<file path="config.mk">
export PLATFORM = sky130hd
export DESIGN_NAME = serial_lcd_phase_driver
export DESIGN_NICKNAME = d
export VERILOG_FILES = /design/src/design/slpd_pkg.sv /design/src/design/serial_lcd_phase_driver.sv /design/src/design/slpd_encode.sv
export SDC_FILE = /design/constraint.sdc
export NUM_CORES = 1
export LEC_CHECK = 0
export BUFFER_PORTS_ARGS = -buffer_cell sky130_fd_sc_hd__buf_2
export CAP_MARGIN = 15
export CORE_ASPECT_RATIO = 0.75
export CORE_MARGIN = 2
export CORE_UTILIZATION = 65
export CTS_BUF_LIST = sky130_fd_sc_hd__clkbuf_2 sky130_fd_sc_hd__clkbuf_4 sky130_fd_sc_hd__clkbuf_8
export DETAILED_ROUTE_END_ITERATION = 10
export GPL_TIMING_DRIVEN = 0
export PLACE_DENSITY = 0.83
export SYNTH_ARGS = -nofsm -noshare
export SYNTH_HDL_FRONTEND = slang
export SYNTH_SLANG_ARGS = --single-unit
</file>
<file path="constraint.sdc">
create_clock -name clk -period 33.6 [get_ports clk]
set_clock_uncertainty 0.15 [all_clocks]
set_input_delay 0 -clock clk [delete_from_list [all_inputs] [get_ports clk]]
set_output_delay 0 -clock clk [all_outputs]
set_load 0.05 [all_outputs]
</file>
<file path="src/design/slpd_pkg.sv">
// Shared types, constants and segment encoding functions for the serial LCD phase driver.
package slpd_pkg;

    typedef enum logic [1:0] {
        FUNC_TICK   = 2'd0,
        FUNC_DIGITS = 2'd1,
        FUNC_SMALL  = 2'd2,
        FUNC_SIGNED = 2'd3
    } func_t;

    localparam int unsigned TOPSIDE_GLASS_DEFAULT = 0;
    localparam int unsigned NUM_PHASES            = 4;
    localparam int unsigned WORD_W                = 16;
    localparam int unsigned TICK_W                = 13;
    localparam int unsigned FRAME_BITS            = 17;

    localparam logic [WORD_W-1:0] BLANK_BOTTOM = 16'h8000;
    localparam logic [WORD_W-1:0] BLANK_TOP    = 16'h0100;
    localparam logic [3:0]        DIGIT_BLANK  = 4'd10;
    localparam logic [14:0]       SIGNED_MAX   = 15'd18899;
    localparam logic [14:0]       SIGNED_SPLIT = 15'd188;

    typedef struct packed {
        logic [NUM_PHASES-1:0]             wr;
        logic [NUM_PHASES-1:0][WORD_W-1:0] word;
    } slpd_wr_t;

    function automatic logic [6:0] tens_seg(input logic [3:0] idx, input logic topside);
        logic [6:0] seg;
        seg = 7'h00;
        if (topside)
        begin
            case (idx)
                4'd0:    seg = 7'h7b;
                4'd1:    seg = 7'h60;
                4'd2:    seg = 7'h37;
                4'd3:    seg = 7'h75;
                4'd4:    seg = 7'h6c;
                4'd5:    seg = 7'h5d;
                4'd6:    seg = 7'h5f;
                4'd7:    seg = 7'h70;
                4'd8:    seg = 7'h7f;
                4'd9:    seg = 7'h7d;
                4'd11:   seg = 7'h11;
                default: seg = 7'h00;
            endcase
        end
        else
        begin
            case (idx)
                4'd0:    seg = 7'h6f;
                4'd1:    seg = 7'h03;
                4'd2:    seg = 7'h76;
                4'd3:    seg = 7'h57;
                4'd4:    seg = 7'h1b;
                4'd5:    seg = 7'h5d;
                4'd6:    seg = 7'h7d;
                4'd7:    seg = 7'h07;
                4'd8:    seg = 7'h7f;
                4'd9:    seg = 7'h5f;
                4'd11:   seg = 7'h44;
                default: seg = 7'h00;
            endcase
        end
        return seg;
    endfunction

    function automatic logic [6:0] ones_seg(input logic [3:0] idx, input logic topside);
        logic [6:0] seg;
        seg = 7'h00;
        if (topside)
        begin
            case (idx)
                4'd0:    seg = 7'h5f;
                4'd1:    seg = 7'h06;
                4'd2:    seg = 7'h3b;
                4'd3:    seg = 7'h2f;
                4'd4:    seg = 7'h66;
                4'd5:    seg = 7'h6d;
                4'd6:    seg = 7'h7d;
                4'd7:    seg = 7'h07;
                4'd8:    seg = 7'h7f;
                4'd9:    seg = 7'h6f;
                4'd11:   seg = 7'h0f;
                default: seg = 7'h00;
            endcase
        end
        else
        begin
            case (idx)
                4'd0:    seg = 7'h7d;
                4'd1:    seg = 7'h30;
                4'd2:    seg = 7'h6e;
                4'd3:    seg = 7'h7a;
                4'd4:    seg = 7'h33;
                4'd5:    seg = 7'h5b;
                4'd6:    seg = 7'h5f;
                4'd7:    seg = 7'h70;
                4'd8:    seg = 7'h7f;
                4'd9:    seg = 7'h7b;
                4'd11:   seg = 7'h78;
                default: seg = 7'h00;
            endcase
        end
        return seg;
    endfunction

    function automatic logic [WORD_W-1:0] digits_word(input logic hund, input logic [3:0] tens,
                                                      input logic [3:0] ones,
                                                      input logic topside);
        logic [WORD_W-1:0] w;
        if (topside)
        begin
            w = {tens_seg(tens, 1'b1), 1'b0, hund, ones_seg(ones, 1'b1)};
        end
        else
        begin
            w = {1'b0, tens_seg(tens, 1'b0), ones_seg(ones, 1'b0), hund};
        end
        return w;
    endfunction

    // Splits a byte into a hundreds flag, tens and ones, then encodes it.
    function automatic logic [WORD_W-1:0] number_word(input logic [7:0] v, input logic allow,
                                                      input logic topside);
        logic        hund;
        logic [6:0]  rem;
        logic [14:0] prod;
        logic [3:0]  tens;
        logic [6:0]  ten_times;
        logic [3:0]  ones;
        hund = (v >= 8'd100);
        if (v >= 8'd200)
        begin
            rem = 7'(v - 8'd200);
        end
        else if (hund)
        begin
            rem = 7'(v - 8'd100);
        end
        else
        begin
            rem = v[6:0];
        end
        prod      = 15'(rem) * 15'd205;
        tens      = prod[14:11];
        ten_times = 7'(tens) * 7'd10;
        ones      = 4'(rem - ten_times);
        if ((tens == 4'd0) && !hund && allow)
        begin
            tens = DIGIT_BLANK;
        end
        return digits_word(hund, tens, ones, topside);
    endfunction

endpackage

</file>
<file path="src/design/serial_lcd_phase_driver.sv">
// Top level of the serial LCD phase driver: input register, pin sequencer and result register.
//
//  Channel | Handshake              | Payload
//  --------+------------------------+---------------------------------------------------
//  input   | in_valid / in_ready    | func, digits, phase, numbers, allow_blank, blink
//  output  | out_valid / out_ready  | clk_pin, data_pin, latch_pin, drive_enable
//  config  | cfg_valid / cfg_ready  | cfg_data (pins_enable)
//
// Each transaction passes through the input register, then through the sequencer logic into
// the result register; one transaction per cycle is sustained while no result is stalled.
// Reset clears all control state, loads the blank pattern into the shown word and all four
// phase buffers, and sets pins_enable. A stalled result holds the sequencer and,
// once the input register is also full, in_ready drops. Config writes are always taken.
module serial_lcd_phase_driver #(
    parameter int unsigned TOPSIDE_GLASS = slpd_pkg::TOPSIDE_GLASS_DEFAULT
) (
    input  logic        clk,
    input  logic        rst_n,
    input  logic        in_valid,
    output logic        in_ready,
    input  logic [1:0]  func,
    input  logic        digit_hundreds,
    input  logic [3:0]  digit_tens,
    input  logic [3:0]  digit_ones,
    input  logic [1:0]  phase,
    input  logic [7:0]  small_number,
    input  logic        allow_blank,
    input  logic [15:0] signed_number,
    input  logic        blink,
    output logic        out_valid,
    input  logic        out_ready,
    output logic        clk_pin,
    output logic        data_pin,
    output logic        latch_pin,
    output logic        drive_enable,
    input  logic        cfg_valid,
    output logic        cfg_ready,
    input  logic        cfg_data
);
    import slpd_pkg::*;

    typedef enum logic [1:0] {
        ST_DATA  = 2'd0,
        ST_RISE  = 2'd1,
        ST_LATCH = 2'd2,
        ST_IDLE  = 2'd3
    } state_t;

    localparam logic [WORD_W-1:0] BLANK = (TOPSIDE_GLASS != 0) ? BLANK_TOP : BLANK_BOTTOM;
    localparam logic [4:0]        LAST_BIT = 5'(FRAME_BITS - 1);

    logic              in_valid_reg;
    func_t             func_reg;
    logic              hund_reg;
    logic [3:0]        tens_reg;
    logic [3:0]        ones_reg;
    logic [1:0]        phase_reg;
    logic [7:0]        small_reg;
    logic              allow_reg;
    logic [15:0]       signed_reg;
    logic              blink_reg;

    logic              pins_enable_reg;
    logic              out_valid_reg;
    logic              drive_enable_reg;

    state_t            state_reg, state_next;
    logic [TICK_W-1:0] tick_reg, tick_next;
    logic [4:0]        bit_reg, bit_next;
    logic [1:0]        frame_reg, frame_next;
    logic              pending_reg, pending_next;
    logic [1:0]        active_reg, active_next;
    logic [WORD_W-1:0] shown_reg, shown_next;
    logic [WORD_W-1:0] pattern_reg [NUM_PHASES];
    logic [WORD_W-1:0] pattern_next [NUM_PHASES];
    logic              clk_reg, clk_next;
    logic              data_reg, data_next;
    logic              latch_reg, latch_next;

    logic              advance;
    logic              process;
    slpd_wr_t          wr;

    assign advance   = !out_valid_reg || out_ready;
    assign process   = in_valid_reg && advance;
    assign in_ready  = !in_valid_reg || advance;
    assign cfg_ready = 1'b1;

    assign out_valid    = out_valid_reg;
    assign clk_pin      = clk_reg;
    assign data_pin     = data_reg;
    assign latch_pin    = latch_reg;
    assign drive_enable = drive_enable_reg;

    slpd_encode #(
        .TOPSIDE_GLASS(TOPSIDE_GLASS)
    ) u_encode (
        .func          (func_reg),
        .digit_hundreds(hund_reg),
        .digit_tens    (tens_reg),
        .digit_ones    (ones_reg),
        .phase         (phase_reg),
        .small_number  (small_reg),
        .allow_blank   (allow_reg),
        .signed_number (signed_reg),
        .blink         (blink_reg),
        .wr_out        (wr)
    );

    always_ff @(posedge clk or negedge rst_n)
    begin
        if (!rst_n)
        begin
            in_valid_reg <= 1'b0;
        end
        else if (in_ready)
        begin
            in_valid_reg <= in_valid;
        end
    end

    always_ff @(posedge clk)
    begin
        if (in_ready && in_valid)
        begin
            func_reg   <= func_t'(func);
            hund_reg   <= digit_hundreds;
            tens_reg   <= digit_tens;
            ones_reg   <= digit_ones;
            phase_reg  <= phase;
            small_reg  <= small_number;
            allow_reg  <= allow_blank;
            signed_reg <= signed_number;
            blink_reg  <= blink;
        end
    end

    always_ff @(posedge clk or negedge rst_n)
    begin
        if (!rst_n)
        begin
            pins_enable_reg <= 1'b1;
        end
        else if (cfg_valid && cfg_ready)
        begin
            pins_enable_reg <= cfg_data;
        end
    end

    always_comb
    begin
        state_next   = state_reg;
        tick_next    = tick_reg;
        bit_next     = bit_reg;
        frame_next   = frame_reg;
        pending_next = pending_reg;
        active_next  = active_reg;
        shown_next   = shown_reg;
        clk_next     = clk_reg;
        data_next    = data_reg;
        latch_next   = latch_reg;
        for (int i = 0; i < NUM_PHASES; i++)
        begin
            pattern_next[i] = pattern_reg[i];
        end

        if (func_reg == FUNC_TICK)
        begin
            tick_next = tick_reg + 1'b1;
            if (tick_next[10:0] == '0)
            begin
                active_next  = tick_next[TICK_W-1:TICK_W-2];
                pending_next = 1'b1;
            end
            unique case (state_reg)
                ST_DATA:
                begin
                    state_next = ST_RISE;
                    clk_next   = 1'b0;
                    data_next  = bit_reg[4] ? 1'b0 : shown_reg[bit_reg[3:0]];
                    bit_next   = bit_reg + 1'b1;
                    if (bit_reg >= LAST_BIT)
                    begin
                        state_next = ST_LATCH;
                        latch_next = 1'b1;
                        bit_next   = '0;
                        if (frame_reg != 2'd3)
                        begin
                            frame_next = frame_reg + 1'b1;
                        end
                        if (pending_next)
                        begin
                            pending_next = 1'b0;
                            shown_next   = pattern_reg[active_next];
                        end
                        else if (frame_next >= 2'd2)
                        begin
                            frame_next = '0;
                            shown_next = ~shown_reg;
                        end
                    end
                end
                ST_RISE:
                begin
                    state_next = ST_DATA;
                    clk_next   = 1'b1;
                end
                ST_LATCH:
                begin
                    state_next = ST_IDLE;
                    latch_next = 1'b0;
                end
                ST_IDLE:
                begin
                    state_next = ST_DATA;
                end
                default:
                begin
                    state_next = ST_DATA;
                end
            endcase
        end
        else
        begin
            pending_next = 1'b1;
            for (int i = 0; i < NUM_PHASES; i++)
            begin
                if (wr.wr[i])
                begin
                    pattern_next[i] = wr.word[i];
                end
            end
        end
    end

    always_ff @(posedge clk or negedge rst_n)
    begin
        if (!rst_n)
        begin
            state_reg        <= ST_DATA;
            tick_reg         <= '0;
            bit_reg          <= '0;
            frame_reg        <= '0;
            pending_reg      <= 1'b0;
            active_reg       <= '0;
            shown_reg        <= BLANK;
            for (int i = 0; i < NUM_PHASES; i++)
            begin
                pattern_reg[i] <= BLANK;
            end
            clk_reg          <= 1'b0;
            data_reg         <= 1'b0;
            latch_reg        <= 1'b0;
            drive_enable_reg <= 1'b0;
            out_valid_reg    <= 1'b0;
        end
        else
        begin
            if (advance)
            begin
                out_valid_reg <= in_valid_reg;
            end
            if (process)
            begin
                state_reg        <= state_next;
                tick_reg         <= tick_next;
                bit_reg          <= bit_next;
                frame_reg        <= frame_next;
                pending_reg      <= pending_next;
                active_reg       <= active_next;
                shown_reg        <= shown_next;
                for (int i = 0; i < NUM_PHASES; i++)
                begin
                    pattern_reg[i] <= pattern_next[i];
                end
                clk_reg          <= clk_next;
                data_reg         <= data_next;
                latch_reg        <= latch_next;
                drive_enable_reg <= pins_enable_reg;
            end
        end
    end

endmodule

</file>
<file path="src/design/slpd_encode.sv">
// Pattern encoder that turns a write transaction into phase buffer words and write strobes.
module slpd_encode #(
    parameter int unsigned TOPSIDE_GLASS = slpd_pkg::TOPSIDE_GLASS_DEFAULT
) (
    input  slpd_pkg::func_t  func,
    input  logic             digit_hundreds,
    input  logic [3:0]       digit_tens,
    input  logic [3:0]       digit_ones,
    input  logic [1:0]       phase,
    input  logic [7:0]       small_number,
    input  logic             allow_blank,
    input  logic [15:0]      signed_number,
    input  logic             blink,
    output slpd_pkg::slpd_wr_t wr_out
);
    import slpd_pkg::*;

    localparam logic TOP = (TOPSIDE_GLASS != 0);

    logic [14:0]       clamped;
    logic [27:0]       div_prod;
    logic [7:0]        high_part;
    logic [14:0]       high_times;
    logic [7:0]        low_part;
    logic [WORD_W-1:0] word_phase;
    logic [WORD_W-1:0] word_low;
    logic [WORD_W-1:0] word_high;
    logic [WORD_W-1:0] word_small;
    logic [WORD_W-1:0] word_empty;

    always_comb
    begin
        if (signed_number[15])
        begin
            clamped = '0;
        end
        else if (signed_number[14:0] > SIGNED_MAX)
        begin
            clamped = SIGNED_MAX;
        end
        else
        begin
            clamped = signed_number[14:0];
        end
        // The reciprocal product is exact for every value up to the clamp limit.
        div_prod   = 28'(clamped) * 28'd5243;
        high_part  = div_prod[26:19];
        high_times = 15'(high_part) * 15'd100;
        low_part   = 8'(clamped - high_times);

        word_phase = (func == FUNC_DIGITS)
                   ? digits_word(digit_hundreds, digit_tens, digit_ones, TOP)
                   : number_word(small_number, allow_blank, TOP);
        word_low   = number_word(low_part, 1'b0, TOP);
        word_high  = number_word(high_part, 1'b1, TOP);
        word_small = number_word(clamped[7:0], 1'b1, TOP);
        word_empty = digits_word(1'b0, DIGIT_BLANK, DIGIT_BLANK, TOP);

        wr_out = '0;
        case (func)
            FUNC_DIGITS, FUNC_SMALL:
            begin
                wr_out.wr[phase]   = 1'b1;
                wr_out.word[phase] = word_phase;
            end
            FUNC_SIGNED:
            begin
                wr_out.wr = '1;
                if (clamped > SIGNED_SPLIT)
                begin
                    wr_out.word[0] = word_low;
                    wr_out.word[1] = blink ? word_high : word_low;
                    wr_out.word[2] = blink ? word_low : word_high;
                    wr_out.word[3] = word_high;
                end
                else
                begin
                    wr_out.word[0] = word_small;
                    wr_out.word[1] = blink ? word_empty : word_small;
                    wr_out.word[2] = word_small;
                    wr_out.word[3] = blink ? word_empty : word_small;
                end
            end
            default:
            begin
                wr_out = '0;
            end
        endcase
    end

endmodule

</file>
==> flow_summary.yaml <==
outcome:
  outcome: "completed"
route:
  drt_iter0_markers: 1834
  vias_per_cell: 6.42
  first_pass_iters: 5
  drc: 0
  ant_nets: 0
  vias: 16727
  avgRoutedWirePerCell_um: 21.3
  routed_wl_mm: 55.5
worst_setup_path:
  worstPathRequired_ns: 33.81
  critPathMaxStageDelay_ns: 0.98
  cp_top_family: "adder cells"
  reg2reg_depth: 59
  critPathMaxFanout: 9
  cp.arrival_ns: 17.95
  cp_num_buf_inv: 9
  critPathKind: "reg2reg"
  start_kind: "flip-flop"
  cp.depth: 59
  cpMostUsedCell: "inv_1"
  slowest_stage: "a21boi_0"
  worst_setup_path_end_kind: "flip-flop"
synth:
  syn-mean-instance-area_um2: 9.31
  synth_top_family_by_area: "adder cells"
  synth_ff_type: "dfrtp_1"
  synth_seq_cells: 165
  synth_area_leader_cell: "ha_1"
  synth-edff-count: 39
  synthTopCellsByCount: "ha_1 (336), inv_1 (263), nor2_1 (137)"
  synth_top_area_share: 0.217
  async_flop_share: 0.679
  synth_area_um2: 19400
  synth.most_common_cell: "ha_1"
  syn-num-nets: 2566
  synth_mux_area_frac: 0.0483
  synth_fa_ha_area_frac: 0.324
  yosysUniqueCellTypes: 96
  yosys.area_share.simple: 0.120
  yosys-top-cells-area: "ha_1 (22%), dfrtp_1 (14%), fa_1 (11%), edfxtp_1 (6.0%), inv_1 (5.1%)"
  synth-compound-area-share: 0.178
  yosys_warnings: 0
  syn_inst: 2081
  synth_xor_area_frac: 0.0456
  seq_area_frac_synth: 0.220
finish:
  drive_gt1_frac: 0.0822
  area_growth_syn_to_layout_pct: 8.56
  filler_cell_count: 2192
  nets: 2687
  n_antenna_cell: 0
  largest_reg_flops: 64
global_routing:
  gr-usage-all-layers: 0.366
  antenna_found_initial: 0
  grt_pass1_vias: 16439
  met3_usage: 0.117
  top_usage_layer: "met2"
  gr-usage-met1: 0.532
  grt_max_degree: 73
  use_met2: 0.533
  grt_pass1_wl_mm: 88.4
  grt_remaining_overflow: 0
hold_path:
  hp-class: "in2async"
timing:
  tightest_slew_ns: 1.22
  setup-violations-final: 0
  timing.final.crit_period_ns: 17.74
  fin_crit_sh: 0.528
  hold_viol_final: 0
  max_freq_mhz: 56.4
  timing.setup.tns_ns: 0
  rsz0062_at_grt: "false"
  slew_viol_final: 0
  max_slew_margin: 0.181
cts:
  cts_sinks: 165
  clk_latency_ns: 0.52
  htreeDepth: 4
  tritoncts: "yes"
  clock-root-buffer: "clkbuf_8"
  numCtsBuffers: 17
  clkSlewWorstSetupHoldPaths_ns: 0.10
  cts_setup_buffers: 0
  cts_buffer_depth: 2
floorplanning:
  core-area_um2: 29200
  initial_utilization: 0.664
  die_x_um: 203
  die_h_um: 154
  dieArea_um2: 31200
  rows: 54
  ios: 52
flow_run:
  drv_cap: 0
place:
  portBuffers: 50
  place.gp.congestion: 1.03
  hpwlAfterDp_mm: 43.2
-- layer usage --
layer  up-vias  wire length (um)
met3        86              6290
met1      8156             24800
met2       813             23500
li1       7670                 -
met5         -               118
met4         2               839
-- final timing paths --
kind                                             start                          end  slack, ns
hold reg to reg            pattern_reg[31]$_DFFE_PN1P_  pattern_reg[31]$_DFFE_PN1P_       0.34
setup / recovery               signed_reg[9]$_DFFE_PP_  pattern_reg[19]$_DFFE_PN0P_      15.86
min in group clk                       small_number[5]       small_reg[5]$_DFFE_PP_       0.05
max in group asynchronous                        rst_n  pins_enable_reg$_DFFE_PN1P_      32.46
hold / removal                                   rst_n         data_pin$_DFFE_PN0P_      0.007
setup reg to reg               signed_reg[9]$_DFFE_PP_  pattern_reg[19]$_DFFE_PN0P_      15.86
-- cell usage in the layout, fill, tap and decap left out, types with 20 or more instances in the layout --
master | Yosys | layout
ha_1 | 336 | 336
inv_1 | 263 | 262
nor2_1 | 137 | 137
nand2_1 | 132 | 132
o21ai_0 | 111 | 110
a21oi_1 | 107 | 107
dfrtp_1 | 106 | 106
fa_1 | 104 | 104
xnor2_1 | 52 | 52
clkbuf_1 | 51 | 51
buf_2 | 0 | 50
dlygate4sd3_1 | 0 | 45
a31oi_1 | 43 | 43
nand3_1 | 42 | 42
nor3_1 | 40 | 40
edfxtp_1 | 39 | 39
xor2_1 | 28 | 28
mux2i_1 | 26 | 26
nand2b_1 | 23 | 23
mux4_2 | 21 | 21
a221o_1 | 20 | 20
-- kinds of logic after synthesis --
logic type,after synthesis
mux,63
fa+ha+maj,440
flops,165
buf+inv,323
simple gates,483
xor+xnor,88
compound gates,518
other cells,1
-- worst register-to-register path, delay by kind of cell, from the launching register on --
kind,cells,cell delay (ns)
multiplexers,2,0.69
AND/OR/NAND/NOR,16,3.87
buffers and inverters,9,0.98
XOR/XNOR,3,0.72
AO/OA/AOI/OAI,15,5.26
adder cells (fa/ha/maj),14,5.49
flip-flops,1,0.43
-- cell type report --
class | count | area [um2] | share of cell area
Multi-Input combinational cell | 1593 | 13900 | 0.661
Sequential cell | 165 | 4260 | 0.203
Inverter | 265 | 995 | 0.0473
Timing Repair Buffer | 102 | 777 | 0.0369
Tap cell | 392 | 490 | 0.0233
Clock buffer | 18 | 241 | 0.0115
Buffer | 58 | 236 | 0.0112
Clock inverter | 14 | 134 | 0.00636
-- per-stage QoR --
step	worst slack (ns)	hold slack (ns)	instances	instance area (um2)	util
global route	14.96	0.0328	2607	21000	0.721
finish	15.86	0.00655	2607	21000	0.721
detailed placement	16.46	0.0286	2529	20200	0.692
CTS	16.34	0.00997	2606	21000	0.720
floorplan	19.76	-0.446	2081	19400	-
global placement	15.89	0.0275	2523	20100	0.689
-- repair_timing --
| item | CTS | global route |
|---|---|---|
| hold buffers | 45 | 0 |
| endpoints found under the setup margin | 0 | 0 |
| gates resized for setup | 0 | 0 |
| endpoints found under the hold margin | 127 | 0 |
Power is not shown: default switching activity piles up to over one toggle a cycle in this logic, so the estimate is an artifact.
